### src/design/assert_macros.svh
// assertion macros shared by the design files
`ifndef ASSERT_MACROS_SVH
`define ASSERT_MACROS_SVH
`ifndef SYNTHESIS
`define PMA_ASSERT(lbl, clk, rst_n, prop) \
    lbl: assert property (@(posedge clk) disable iff (!rst_n) prop) \
        else $error("assertion failed");
`define PMA_NEVER(lbl, clk, rst_n, expr) \
    lbl: assert property (@(posedge clk) disable iff (!rst_n) !(expr)) \
        else $error("forbidden condition");
`else
`define PMA_ASSERT(lbl, clk, rst_n, prop)
`define PMA_NEVER(lbl, clk, rst_n, expr)
`endif
`endif

### src/design/pma_pkg.sv
// types, constants and helpers for the particle moment accumulator
package pma_pkg;

    localparam int unsigned NUM_POPS = 4;
    localparam int unsigned FIFO_DEPTH = 2;

    localparam logic [2:0] CFG_MASK   = 3'd0;
    localparam logic [2:0] CFG_MASS   = 3'd1;
    localparam logic [2:0] CFG_CHARGE = 3'd2;
    localparam logic [2:0] CFG_REF_X  = 3'd3;
    localparam logic [2:0] CFG_REF_Y  = 3'd4;
    localparam logic [2:0] CFG_REF_Z  = 3'd5;

    localparam logic [47:0] W48_MAX = 48'hFFFF_FFFF_FFFF;
    localparam logic [2:0]  LAST_DIV = 3'd6;

    typedef struct packed {
        logic               present;
        logic [23:0]        weight;
        logic signed [23:0] vel_x;
        logic signed [23:0] vel_y;
        logic signed [23:0] vel_z;
        logic [1:0]         population;
        logic               last;
    } t_pma_in;

    typedef struct packed {
        logic [47:0]        weight_sum;
        logic [63:0]        mass_sum;
        logic signed [63:0] charge_sum;
        logic signed [23:0] avg_vel_x;
        logic signed [23:0] avg_vel_y;
        logic signed [23:0] avg_vel_z;
        logic signed [23:0] bulk_vel_x;
        logic signed [23:0] bulk_vel_y;
        logic signed [23:0] bulk_vel_z;
        logic [47:0]        mean_energy;
        logic               empty_set;
    } t_pma_out;

    // classified particle handed from front to back
    typedef struct packed {
        logic               sel;
        logic               last;
        logic [23:0]        w;
        logic signed [23:0] vx;
        logic signed [23:0] vy;
        logic signed [23:0] vz;
        logic [15:0]        m;
        logic signed [15:0] q;
    } t_pma_item;

    typedef enum logic [3:0] {
        ST_IDLE,
        ST_MUL1,
        ST_MUL2,
        ST_MUL3,
        ST_ENG,
        ST_ACC,
        ST_DIV_START,
        ST_DIV_WAIT,
        ST_OUT
    } t_pma_state;

    function automatic logic signed [63:0] sat_add_s(input logic signed [63:0] a,
                                                     input logic signed [63:0] b);
        logic [64:0] s;
        s = {a[63], a} + {b[63], b};
        if (s[64] != s[63]) begin
            sat_add_s = s[64] ? {1'b1, 63'd0} : {1'b0, {63{1'b1}}};
        end else begin
            sat_add_s = s[63:0];
        end
    endfunction

    function automatic logic [63:0] sat_add_u64(input logic [63:0] a, input logic [63:0] b);
        logic [64:0] s;
        s = {1'b0, a} + {1'b0, b};
        sat_add_u64 = s[64] ? {64{1'b1}} : s[63:0];
    endfunction

endpackage

### src/design/pma_front.sv
// front end: classifies requests and queues them for the back end
`include "assert_macros.svh"
module pma_front (
    input  logic               i_clk,
    input  logic               i_rst_n,
    input  logic               i_in_valid,
    output logic               o_in_ready,
    input  pma_pkg::t_pma_in   i_in_data,
    input  logic [3:0]         i_mask,
    input  logic [63:0]        i_mass_tab,
    input  logic [63:0]        i_chg_tab,
    output logic               o_item_valid,
    output pma_pkg::t_pma_item o_item,
    input  logic               i_item_pop
);
    import pma_pkg::*;

    t_pma_item  w_item;
    t_pma_item  r_q [FIFO_DEPTH];
    logic       r_wp;
    logic       r_rp;
    logic [1:0] r_cnt;
    logic       w_in_range;
    logic       w_push;

    always_comb begin
        w_in_range = {1'b0, i_in_data.population} < 3'(NUM_POPS);
        w_item.sel = i_in_data.present & w_in_range
                   & ((i_mask == 4'd0) | i_mask[i_in_data.population]);
        w_item.last = i_in_data.last;
        w_item.w    = i_in_data.weight;
        w_item.vx   = i_in_data.vel_x;
        w_item.vy   = i_in_data.vel_y;
        w_item.vz   = i_in_data.vel_z;
        w_item.m    = i_mass_tab[{i_in_data.population, 4'd0} +: 16];
        w_item.q    = i_chg_tab[{i_in_data.population, 4'd0} +: 16];
    end

    assign o_in_ready   = r_cnt != 2'(FIFO_DEPTH);
    assign w_push       = i_in_valid & o_in_ready;
    assign o_item_valid = r_cnt != 2'd0;
    assign o_item       = r_q[r_rp];

    always_ff @(posedge i_clk) begin
        if (w_push) begin
            r_q[r_wp] <= w_item;
        end
    end

    always_ff @(posedge i_clk) begin
        if (!i_rst_n) begin
            r_wp  <= 1'b0;
            r_rp  <= 1'b0;
            r_cnt <= 2'd0;
        end else begin
            if (w_push) begin
                r_wp <= ~r_wp;
            end
            if (i_item_pop) begin
                r_rp <= ~r_rp;
            end
            r_cnt <= r_cnt + 2'(w_push) - 2'(i_item_pop);
        end
    end

    `PMA_NEVER(a_fifo_overflow, i_clk, i_rst_n, r_cnt > 2'(FIFO_DEPTH))
    `PMA_NEVER(a_pop_empty, i_clk, i_rst_n, i_item_pop && r_cnt == 2'd0)
    `PMA_ASSERT(a_cnt_track, i_clk, i_rst_n,
        (w_push && !i_item_pop) |=> r_cnt == $past(r_cnt) + 2'd1)

endmodule

### config.mk
export PLATFORM = sky130hd
export DESIGN_NAME = pma_front
export DESIGN_NICKNAME = d
export VERILOG_FILES = /design/src/design/pma_pkg.sv /design/src/design/pma_front.sv
export VERILOG_INCLUDE_DIRS = /design/src /design/src/design
export SDC_FILE = /design/constraint.sdc
export NUM_CORES = 1
export LEC_CHECK = 0
export ABC_AREA = 1
export BUFFER_PORTS_ARGS = -buffer_cell sky130_fd_sc_hd__clkbuf_2
export CAP_MARGIN = 20
export CORE_MARGIN = 2
export CORE_UTILIZATION = 50
export DETAILED_ROUTE_END_ITERATION = 7
export PLACE_DENSITY = 0.8
export RECOVER_POWER = 50
export SLEW_MARGIN = 20
export SYNTH_ARGS = -nofsm -noshare
export SYNTH_HDL_FRONTEND = slang
export SYNTH_SLANG_ARGS = --single-unit
### constraint.sdc
create_clock -name i_clk -period 22.9 [get_ports i_clk]
set_clock_uncertainty 0.05 [all_clocks]
set_input_delay 4.58 -clock i_clk [delete_from_list [all_inputs] [get_ports i_clk]]
set_output_delay 4.58 -clock i_clk [all_outputs]
set_load 0.01 [all_outputs]
==> flow_summary.toml <==
[critical_path]
worstSetupPathType = "input pin to register"
r2r_cells = 5
cp_max_fo = 81
startpoint_type = "input pin"
reg2reg_to = "r_q[1][108]"
rrSetupSlack_ps = 18320
crit_path_end_kind = "register"
regToRegStartpoint = "r_cnt[0]"
critPathArrivalTime_ps = 8230
cp.required_ps = 22860

[clock_network]
cts_buffer_depth = 3
cts_tree = "done"
htreeDepth = 1
postCtsHoldBufs = 0
post_cts_resized = 0
clock_latency_ps = 510
cts_made_buffers = 26
clk_pin_slew_worst_paths_ps = 60
clock_sinks = 265
postCtsSetupBuffers = 0
cts-root-buf = "clkbuf_16"

[worst_hold_path]
min-delay-start = "r_rp"
whs_endpoint = "r_rp"
hold_path.class = "register to register"
worstHoldPathCells = 2

[placed_design]
dpl.cell_count = 1248
numPortBuffers = 367
finalWeightedCongestion = 0.846
dp_hpwl_um = 17800

[synth]
synth-seq-cells = 265
synth_area_per_cell_sq_um = 16.6
synth.area.top_cells = "edfxtp_1 74%, mux2_2 14%, o21ai_0 3.0%"
async_flop_share = 0
synth.distinct_cells = 17
syn_nets = 871
seq_area_frac_synth = 0.749
yosysTopAreaCell = "edfxtp_1"
yosys_warnings = 0
synth_flop_cell = "edfxtp_1"
synth_top_area_frac = 0.740
syn_inst = 634
synth_edf_count = 260
synthesis.area_sq_um = 10600

[power]
power_mw = 1.16
leakage_nw = 5.07
power_density_nw_per_um2 = 87.5
max-vdd-ir-drop_v = 0.0000447

[finish]
layout.cells.most_common_list = "299 x clkbuf_2, 260 x edfxtp_1, 130 x mux2_2, 73 x clkbuf_1, 71 x nor2_1"
drive_gt1_frac = 0.464
area_delta_synth_final_pct = 26.0
num-fill-cells = 1538
nNetsFinal = 1238
final_common_cell = "clkbuf_2"
final_cells = 1293

[global_route]
globalRouteTotalUtil = 0.214
grt_max_degree = 82
grt_pass1_wl_um = 36000
antenna_found_initial = 4
grt_pass1_vias = 6699
grt_overflow = 0

[timing]
max_freq_mhz = 121
rsz0062_at_grt = "no"
slew_viol_final = 133
setup_viol = 0
final-hold-violation-count = 0
period_minus_slack_ps = 8270
tns_ps = 0
worstMarginPinSlew_ps = 4560
post-route-period-util = 0.361
slew_headroom = -2.04

[detailed_routing]
drt_wl_total_um = 25200
routedWlPerCell_um = 19.5
drc = 0
dr.pass1.iters = 5
first_iter_violations = 353
routed_via_density = 5.28
drtAntennaViolNets = 0
vias = 6824

[die]
fp.coreArea_sq_um = 20900
die_y_um = 149
dieArea_sq_um = 22300
pin_count = 368
rows = 53
start_util = 0.505
die_w_um = 149

[run_status]
failed_checks = "max-capacitance violations, max-slew violations"
status = "finished, violations left"

[run]
drv_cap = 2
-- state kept, by name, summed over array words and instances, names as in the netlist, named ones only --
| register | flops |
|---|---|
| r_wp | 1 |
| r_q | 260 |
| r_rp | 1 |
| r_cnt | 2 |
-- routing by layer --
layer,up-vias,routed length (um),part of all wire,GRT usage
met5,-,13,0.00052,0
met1,3244,8610,0.34,0.233
met2,366,13500,0.54,0.402
met4,2,879,0.035,0.0843
met3,58,2210,0.088,0.0489
li1,3154,-,-,-
-- area by class of cell --
class | count | area (sq um) | share of cell area
sequential | 265 | 7910 | 0.595
multi-input combinational | 323 | 2380 | 0.179
timing repair buffer | 373 | 1790 | 0.135
clock buffer | 30 | 687 | 0.0516
tap | 275 | 344 | 0.0259
clock inverter | 12 | 139 | 0.0104
inverter | 12 | 45.0 | 0.00339
antenna | 3 | 7.51 | 0.000564
-- worst max-delay path, stage by stage --
cell and delay, ps:
clkbuf_2 80, nand2_1 170, nor2_4 130, clkbuf_1 3180
-- report_power, final --
part / internal (mW) / total [mW] / switching (mW)
sequential: 0.586 / 0.599 / 0.0126
combinational: 0.0645 / 0.153 / 0.0884
clock: 0.246 / 0.412 / 0.165
total: 0.897 / 1.16 / 0.266
-- synth_stat cells, types with 5 or more instances --
library cell    n
o22ai_1        32
clkbuf_1       10
buf_2           8
inv_1          12
mux2_2        130
dfxtp_1         5
nand2_1        17
buf_6          10
nor2_1         72
nand3_1         5
edfxtp_1      260
buf_4           5
o21ai_0        64
-- through the flow --
| step | hold slack [ps] | cell area [sq um] | utilization | setup slack, ps |
|---|---|---|---|---|
| global route | 524 | 13300 | 0.637 | 14270 |
| global placement | 427 | 12600 | 0.602 | 15920 |
| finish | 482 | 13300 | 0.637 | 14630 |
| floorplan | 413 | 10600 | - | 12070 |
| detailed placement | 462 | 12600 | 0.602 | 15910 |
| CTS | 476 | 13400 | 0.641 | 15370 |
-- how the worst max path moves through the flow --
| stage | end | slack, ps | cells after the start | from |
|---|---|---|---|---|
| final | r_q[1][108] | 14630 | 4 | i_in_valid |
| after global routing | r_q[1][126] | 14270 | 4 | i_in_valid |
| after CTS | o_item[121] | 15370 | 3 | register |
| after detailed placement | o_item[42] | 15910 | 3 | register |
| after global placement | o_item[47] | 15920 | 3 | register |
| after floorplan | r_q[1][0] | 12070 | 2 | i_in_valid |
-- kinds of logic after synthesis --
family          Yosys count  share of synthesized area
simple gates             94                     0.0340
fa+ha+maj                 1                    0.00119
mux                     130                      0.139
flops                   265                      0.749
compound gates           97                     0.0498
buf+inv                  46                     0.0263
xor+xnor                  1                   0.000830
Power figures use the tool's default switching activity.
